--- config.mk ---
export PLATFORM = sky130hd
export DESIGN_NAME = crc_word_response_checker_unit
export DESIGN_NICKNAME = d
export VERILOG_FILES = /design/src/hdl/crcw_pkg.sv /design/src/hdl/crcw_core.sv /design/src/hdl/crc_word_response_checker_unit.sv
export SDC_FILE = /design/constraint.sdc
export NUM_CORES = 1
export LEC_CHECK = 0
export ABC_AREA = 1
export BUFFER_PORTS_ARGS = -buffer_cell sky130_fd_sc_hd__buf_2
export CORE_MARGIN = 2
export CORE_UTILIZATION = 25
export CTS_CLUSTER_DIAMETER = 80
export DETAILED_ROUTE_END_ITERATION = 10
export PLACE_DENSITY = 0.41
export SETUP_SLACK_MARGIN = 0.2
export SLEW_MARGIN = 20
export SYNTH_ARGS = -nofsm -noshare
export SYNTH_HDL_FRONTEND = slang
export SYNTH_SLANG_ARGS = --single-unit
--- constraint.sdc ---
create_clock -name clk -period 5.88 [get_ports clk]
set_input_delay 0.588 -clock clk [delete_from_list [all_inputs] [get_ports clk]]
set_output_delay 0.588 -clock clk [all_outputs]
set_load 0.03 [all_outputs]
--- src/hdl/crcw_pkg.sv ---
// Shared types, constants and the CRC-8 byte update for the word response checker.
`timescale 1ns / 1ps
package crcw_pkg;

  // Block sizing
  localparam int unsigned MAX_WORDS_DEF = 8;
  localparam int unsigned CFG_W         = 4;
  localparam int unsigned CNT_W         = 5;   // holds counts up to 31
  localparam int unsigned IDX_W         = 3;

  // CRC-8 constants: poly 0x31, init 0xFF, no final xor
  localparam logic [7:0] CRC_POLY = 8'h31;
  localparam logic [7:0] CRC_INIT = 8'hFF;
  localparam logic [CFG_W-1:0] WORDS_RST = 4'd2;

  // Byte position within a word
  typedef enum logic [2:0] {
    PH_HIGH  = 3'b001,
    PH_LOW   = 3'b010,
    PH_CHECK = 3'b100
  } phase_t;

  // One decoded word
  typedef struct packed {
    logic [15:0]      data_word;
    logic [IDX_W-1:0] word_index;
    logic             crc_ok;
    logic             last_word;
    logic             response_ok;
  } word_res_t;

  // MSB-first CRC-8 update over one byte
  function automatic logic [7:0] crc8_byte(input logic [7:0] crc, input logic [7:0] b);
    logic [7:0] c;
    c = crc ^ b;
    for (int k = 0; k < 8; k++) begin
      if (c[7]) begin
        c = {c[6:0], 1'b0} ^ CRC_POLY;
      end else begin
        c = {c[6:0], 1'b0};
      end
    end
    return c;
  endfunction

endpackage

--- src/hdl/crcw_core.sv ---
// Byte phase tracking, CRC-8 accumulation and word result formation.
`timescale 1ns / 1ps
module crcw_core #(
  parameter int unsigned MAX_WORDS = crcw_pkg::MAX_WORDS_DEF
) (
  input  logic                       clk,
  input  logic                       rst_n,
  input  logic                       byte_acc,     // a byte beat is taken this cycle
  input  logic [7:0]                 rx_byte,
  input  logic                       start_of_response,
  input  logic [crcw_pkg::CFG_W-1:0] words_cfg,
  output logic                       res_valid,    // this beat closes a word
  output crcw_pkg::word_res_t        res
);

  localparam int unsigned CW = $clog2(MAX_WORDS + 1);

  crcw_pkg::phase_t   phase_r, phase_nxt;
  logic [7:0]         crc_r, crc_nxt;
  logic [7:0]         hi_r, hi_nxt;
  logic [7:0]         lo_r, lo_nxt;
  logic [CW-1:0]      ctr_r, ctr_nxt;
  logic               allp_r, allp_nxt;

  // State as seen after a start marker
  crcw_pkg::phase_t   ph_eff;
  logic [7:0]         crc_eff;
  logic [CW-1:0]      ctr_eff;
  logic               allp_eff;

  logic [crcw_pkg::CNT_W-1:0] cfg_ext, count, ctr_ext;
  logic [CW+crcw_pkg::IDX_W-1:0] idx_ext;
  logic [7:0]         crc_upd;
  logic               active, ok;

  // Clamp the configured word count to 1..MAX_WORDS
  always_comb begin
    cfg_ext = crcw_pkg::CNT_W'(words_cfg);
    if (words_cfg == '0) begin
      count = crcw_pkg::CNT_W'(1);
    end else if (cfg_ext > crcw_pkg::CNT_W'(MAX_WORDS)) begin
      count = crcw_pkg::CNT_W'(MAX_WORDS);
    end else begin
      count = cfg_ext;
    end
  end

  // Start marker restarts the response
  always_comb begin
    if (start_of_response) begin
      ph_eff   = crcw_pkg::PH_HIGH;
      crc_eff  = crcw_pkg::CRC_INIT;
      ctr_eff  = '0;
      allp_eff = 1'b1;
    end else begin
      ph_eff   = phase_r;
      crc_eff  = crc_r;
      ctr_eff  = ctr_r;
      allp_eff = allp_r;
    end
  end

  assign ctr_ext = crcw_pkg::CNT_W'(ctr_eff);
  assign active  = ctr_ext < count;
  assign crc_upd = crcw_pkg::crc8_byte(crc_eff, rx_byte);
  assign ok      = (crc_eff == rx_byte);
  assign idx_ext = (CW + crcw_pkg::IDX_W)'(ctr_eff);

  // Next state and result
  always_comb begin
    phase_nxt = ph_eff;
    crc_nxt   = crc_eff;
    hi_nxt    = hi_r;
    lo_nxt    = lo_r;
    ctr_nxt   = ctr_eff;
    allp_nxt  = allp_eff;
    res_valid = 1'b0;
    res.data_word   = {hi_r, lo_r};
    res.word_index  = idx_ext[crcw_pkg::IDX_W-1:0];
    res.crc_ok      = ok;
    res.last_word   = ((ctr_ext + crcw_pkg::CNT_W'(1)) == count);
    res.response_ok = allp_eff & ok;
    if (active) begin
      case (ph_eff)
        crcw_pkg::PH_HIGH: begin
          hi_nxt    = rx_byte;
          crc_nxt   = crc_upd;
          phase_nxt = crcw_pkg::PH_LOW;
        end
        crcw_pkg::PH_LOW: begin
          lo_nxt    = rx_byte;
          crc_nxt   = crc_upd;
          phase_nxt = crcw_pkg::PH_CHECK;
        end
        default: begin
          // check byte closes the word
          res_valid = 1'b1;
          allp_nxt  = allp_eff & ok;
          ctr_nxt   = ctr_eff + CW'(1);
          phase_nxt = crcw_pkg::PH_HIGH;
          crc_nxt   = crcw_pkg::CRC_INIT;
        end
      endcase
    end
  end

  // State registers
  always_ff @(posedge clk) begin
    if (!rst_n) begin
      phase_r <= crcw_pkg::PH_HIGH;
      crc_r   <= crcw_pkg::CRC_INIT;
      hi_r    <= '0;
      lo_r    <= '0;
      ctr_r   <= '0;
      allp_r  <= 1'b1;
    end else if (byte_acc) begin
      phase_r <= phase_nxt;
      crc_r   <= crc_nxt;
      hi_r    <= hi_nxt;
      lo_r    <= lo_nxt;
      ctr_r   <= ctr_nxt;
      allp_r  <= allp_nxt;
    end
  end

  // Checks
  a_phase_onehot: assert property (@(posedge clk) disable iff (!rst_n) $onehot(phase_r))
    else $error("byte phase not one-hot");

  a_ctr_bound: assert property (@(posedge clk) disable iff (!rst_n)
    crcw_pkg::CNT_W'(ctr_r) <= crcw_pkg::CNT_W'(MAX_WORDS))
    else $error("word counter past MAX_WORDS");

  a_word_close: assert property (@(posedge clk) disable iff (!rst_n)
    byte_acc && res_valid |=> phase_r == crcw_pkg::PH_HIGH && crc_r == crcw_pkg::CRC_INIT)
    else $error("word close did not rearm phase and CRC");

  a_resp_ok: assert property (@(posedge clk) disable iff (!rst_n)
    res_valid && res.response_ok |-> res.crc_ok)
    else $error("response ok without word crc ok");

endmodule

--- src/hdl/crc_word_response_checker_unit.sv ---
// Top level: stream channels, word count register and result register.
`timescale 1ns / 1ps
// CRC word response checker.
// in_*  : one received response byte per beat; in_tuser flags the first byte
//         of a new response. Words are MSB, LSB, check byte (CRC-8, poly 0x31,
//         init 0xFF). Bytes past the configured word count are dropped until
//         the next start flag.
// out_* : one beat per check byte: big-endian word, its index, crc_ok,
//         response_ok and tlast on the final word of the response.
// cfg_* : words_per_response, written when cfg_wr_en is high (0 acts as 1,
//         above MAX_WORDS acts as MAX_WORDS). Write only while idle.
// Latency: the result beat is valid the cycle after its check byte is taken.
// Throughput: one byte per cycle when not stalled; the CRC update is a single
// unrolled byte step and the output register frees in the same cycle it is read.
// Stall: while out_tvalid is held by a low out_tready, the result stays put
// and in_tready drops, so no byte is taken.
// Reset (synchronous, rst_n low): byte phase, counter, CRC and pass flag
// clear, the word count returns to 2 and the result register empties.
module crc_word_response_checker_unit #(
  parameter int unsigned MAX_WORDS = crcw_pkg::MAX_WORDS_DEF
) (
  input  logic                       clk,
  input  logic                       rst_n,
  input  logic                       in_tvalid,
  output logic                       in_tready,
  input  logic [7:0]                 in_tdata,    // [7:0] rx_byte
  input  logic                       in_tuser,    // [0] start_of_response
  output logic                       out_tvalid,
  input  logic                       out_tready,
  output logic [23:0]                out_tdata,   // [15:0] data_word, [18:16] word_index, pad
  output logic [1:0]                 out_tuser,   // [0] crc_ok, [1] response_ok
  output logic                       out_tlast,   // last_word
  input  logic                       cfg_wr_en,
  input  logic [crcw_pkg::CFG_W-1:0] cfg_wr_data  // words_per_response
);

  logic [crcw_pkg::CFG_W-1:0] words_r;
  logic                       byte_acc;
  logic                       res_valid;
  crcw_pkg::word_res_t        res;
  crcw_pkg::word_res_t        out_r;
  logic                       out_vld_r, out_vld_nxt;

  // Accept whenever the result register is empty or being drained
  assign in_tready = !out_vld_r || out_tready;
  assign byte_acc  = in_tvalid && in_tready;

  // Word count register
  always_ff @(posedge clk) begin
    if (!rst_n) begin
      words_r <= crcw_pkg::WORDS_RST;
    end else if (cfg_wr_en) begin
      words_r <= cfg_wr_data;
    end
  end

  crcw_core #(
    .MAX_WORDS(MAX_WORDS)
  ) u_core (
    .clk              (clk),
    .rst_n            (rst_n),
    .byte_acc         (byte_acc),
    .rx_byte          (in_tdata),
    .start_of_response(in_tuser),
    .words_cfg        (words_r),
    .res_valid        (res_valid),
    .res              (res)
  );

  // Result register
  always_comb begin
    out_vld_nxt = out_vld_r && !out_tready;
    if (byte_acc && res_valid) begin
      out_vld_nxt = 1'b1;
    end
  end

  always_ff @(posedge clk) begin
    if (!rst_n) begin
      out_vld_r <= 1'b0;
    end else begin
      out_vld_r <= out_vld_nxt;
    end
  end

  always_ff @(posedge clk) begin
    if (byte_acc && res_valid) begin
      out_r <= res;
    end
  end

  assign out_tvalid = out_vld_r;
  assign out_tdata  = {5'b0, out_r.word_index, out_r.data_word};
  assign out_tuser  = {out_r.response_ok, out_r.crc_ok};
  assign out_tlast  = out_r.last_word;

endmodule
==> flow_summary.ini <==
[run_status]
status = finished, final reports clean

[power_and_ir_drop]
power_density_mw_per_mm2 = 325.6
leakagePower_nw = 1.638
design_power_total_mw = 1.161
vdd_drop_max_mv = 0.1107

[timing]
tns_ps = 0
finalSetupViolCount = 0
rsz0062_at_grt = false
post-route-period-util = 0.5327
slew_headroom = 0.4041
period_minus_slack_ps = 3132
fin_skew_ps = 8.556
worstMarginPinSlew_ps = 891.7
hold_viol_final = 0
fmax_ghz = 0.3193
slew_violations = 0

[clocking]
clockRootBuffer = clkbuf_16
cts.sinks = 59
cts_max_level = 3
cts_setup_buffers = 0
cts_buffers = 9
clkLatencyLatePin_ps = 320
path_clk_slew_ps = 50
cts_tree = yes
cts-resized-gates = 0
postCtsHoldBufs = 0
cts.path.max_buffers = 2

[synthesis]
syn_area_per_cell_um2 = 8.134
syn_inst = 369
synth_edf_count = 22
synthArstFlopShare = 0
synth_ff_type = dfxtp_1
ys_seq_area_frac = 0.4669
yosys_warnings = 0
ys_ff_latch = 59
syn_area_mm2 = 0.003002
synth_cell_types = 37

[critical_path]
path_class = input pin to flip-flop
required_ps = 6090
crit_arrival_ps = 3340
rr_worst_depth = 12
cp-start-kind = input pin
endpoint_kind = flip-flop
worstPathMaxFanout = 23

[placed_design]
post-dp-hpwl_um = 5417
portBuffers = 41
dpl.cell_count = 548
place_area_mm2 = 0.003306
globalplace.congestion = 0.8184

[floorplan]
initial_core_util = 0.2531
rows = 40
core-area_mm2 = 0.01186
die_w_um = 113.6
die_h_um = 113.6
design.die.area_mm2 = 0.01290
io_pins = 47

[drt]
drc = 0
avgViaCountPerCell = 4.419
finalWirelength_um = 7278
first_iter_violations = 114
dr.pass1.iters = 4
vias = 2488
ant_nets = 0
wl_per_cell_um = 12.93

[grt]
grt_pass1_wl_um = 11720
gr-total-overflow = 0
antenna_found_initial = 0
grt_use_total = 0.1180
grt_max_degree = 27
grt_pass1_vias = 2213

[hold_path]
min_path_type = flip-flop to flip-flop
hold-path-cell-count = 0

[final_layout]
num-fill-cells = 1265
finish.instance_area_mm2 = 0.003565
multi_input_area_mm2 = 0.001369
regArea_mm2 = 0.001401
drive_gt1_frac = 0.2115
layout.nets = 435
syn_to_final_growth_pct = 18.76
layout.cells.non_filler = 563
diodes = 0

[run]
cap_violations = 0
## cell families (layout without fill, tap and decap cells)
group | after synthesis | count (layout) | share of synthesized area
AND/OR/NAND/NOR | 161 | 161 | 0.2413
AO/OA/AOI/OAI | 80 | 80 | 0.1451
flip-flops | 59 | 59 | 0.4669
buffers and inverters | 51 | 94 | 0.08212
XOR/XNOR | 12 | 12 | 0.04252
adder cells (fa/ha/maj) | 5 | 5 | 0.02084
other | 1 | 5 | 0.001249
## layout make-up
| class | count | area share |
|---|---|---|
| Tap cell | 147 | 0.05160 |
| Inverter | 37 | 0.03896 |
| Clock inverter | 6 | 0.009477 |
| Timing Repair Buffer | 42 | 0.05967 |
| Clock buffer | 9 | 0.06318 |
| Sequential cell | 59 | 0.3931 |
| Multi-Input combinational cell | 263 | 0.3840 |
## Yosys cell counts (2+ instances only)
master / n / share of area
nand2_1: 94 / 0.12
a21oi_1: 38 / 0.063
dfxtp_1: 37 / 0.25
inv_1: 31 / 0.039
o21ai_0: 28 / 0.047
nor2_1: 23 / 0.029
edfxtp_1: 22 / 0.22
nand3_1: 19 / 0.032
nand2_2: 11 / 0.023
xor2_1: 8 / 0.023
buf_4: 6 / 0.015
inv_2: 6 / 0.0075
ha_1: 5 / 0.021
o21ai_1: 5 / 0.0083
nand2_4: 4 / 0.015
nor2_2: 4 / 0.0083
xor2_2: 3 / 0.016
buf_2: 2 / 0.0033
buf_6: 2 / 0.0075
clkbuf_1: 2 / 0.0025
nand4_1: 2 / 0.0042
o221ai_1: 2 / 0.0058
## routing by layer
layer | global-route usage | vias up | part of all wire | wire length (um)
met5 | 0 | - | 0 | 0
met1 | 0.1720 | 1126 | 0.52 | 3788
li1 | - | 1294 | - | -
met4 | 0.04634 | 0 | 0.016 | 114
met2 | 0.1701 | 57 | 0.43 | 3118
met3 | 0.02497 | 11 | 0.035 | 256
## sequential cells by signal, summed over array words and instances, names as in the netlist
| name | flops |
|---|---|
| u_core.allp_r | 1 |
| u_core.hi_r | 8 |
| out_tvalid | 1 |
| out_tuser | 2 |
| u_core.lo_r | 8 |
| words_r | 4 |
| u_core.crc_r | 8 |
| out_tlast | 1 |
| out_tdata | 19 |
| u_core.ctr_r | 4 |
| u_core.phase_r | 3 |
## power breakdown
part / total, mW / internal, mW / leakage, nW / switching, mW
Combinational: 0.230 / 0.0697 / 1.00 / 0.160
Sequential: 0.471 / 0.457 / 0.514 / 0.0144
Clock: 0.460 / 0.278 / 0.124 / 0.182
Total: 1.16 / 0.805 / 1.64 / 0.356
## critical path, stage by stage
cell	delay, ps
buf_2	330
inv_2	190
nand2_1	90
inv_1	60
ha_1	320
a21o_1	170
a31oi_2	510
nand3_1	270
nor2_2	130
buf_4	320
inv_1	140
o21ai_0	160
a21oi_1	50
## worst paths after layout
check	startpoint	endpoint	slack, ps
max	in_tuser	u_core.ctr_r[0]	2750
min reg2reg	u_core.hi_r[2]	out_tdata[10]	430
max reg2reg	u_core.ctr_r[1]	u_core.ctr_r[0]	3140
min	u_core.hi_r[2]	out_tdata[10]	430
## per-stage QoR
stage               setup WS (ps)  hold WS, ps  utilization
floorplan                    2910        403.0            -
global placement             2526        412.4       0.2787
detailed placement           2406        417.2       0.2787
CTS                          2741        431.5       0.3005
global route                 2542        442.2       0.3005
finish                       2748        428.0       0.3005
## cell usage in the layout (no fill, tap or decap), drive strengths merged, types with 2 or more instances in the layout
cell type	instances
clkbuf	9
nand2	109
o21ai	33
a21oi	38
o221ai	2
nand4	2
ha	5
buf	42
nand3	19
clkinvlp	2
conb	5
xor2	11
nor2	28
clkinv	4
edfxtp	22
inv	37
nor3	2
dfxtp	37
Note: power is estimated with default switching activity, not from simulation.
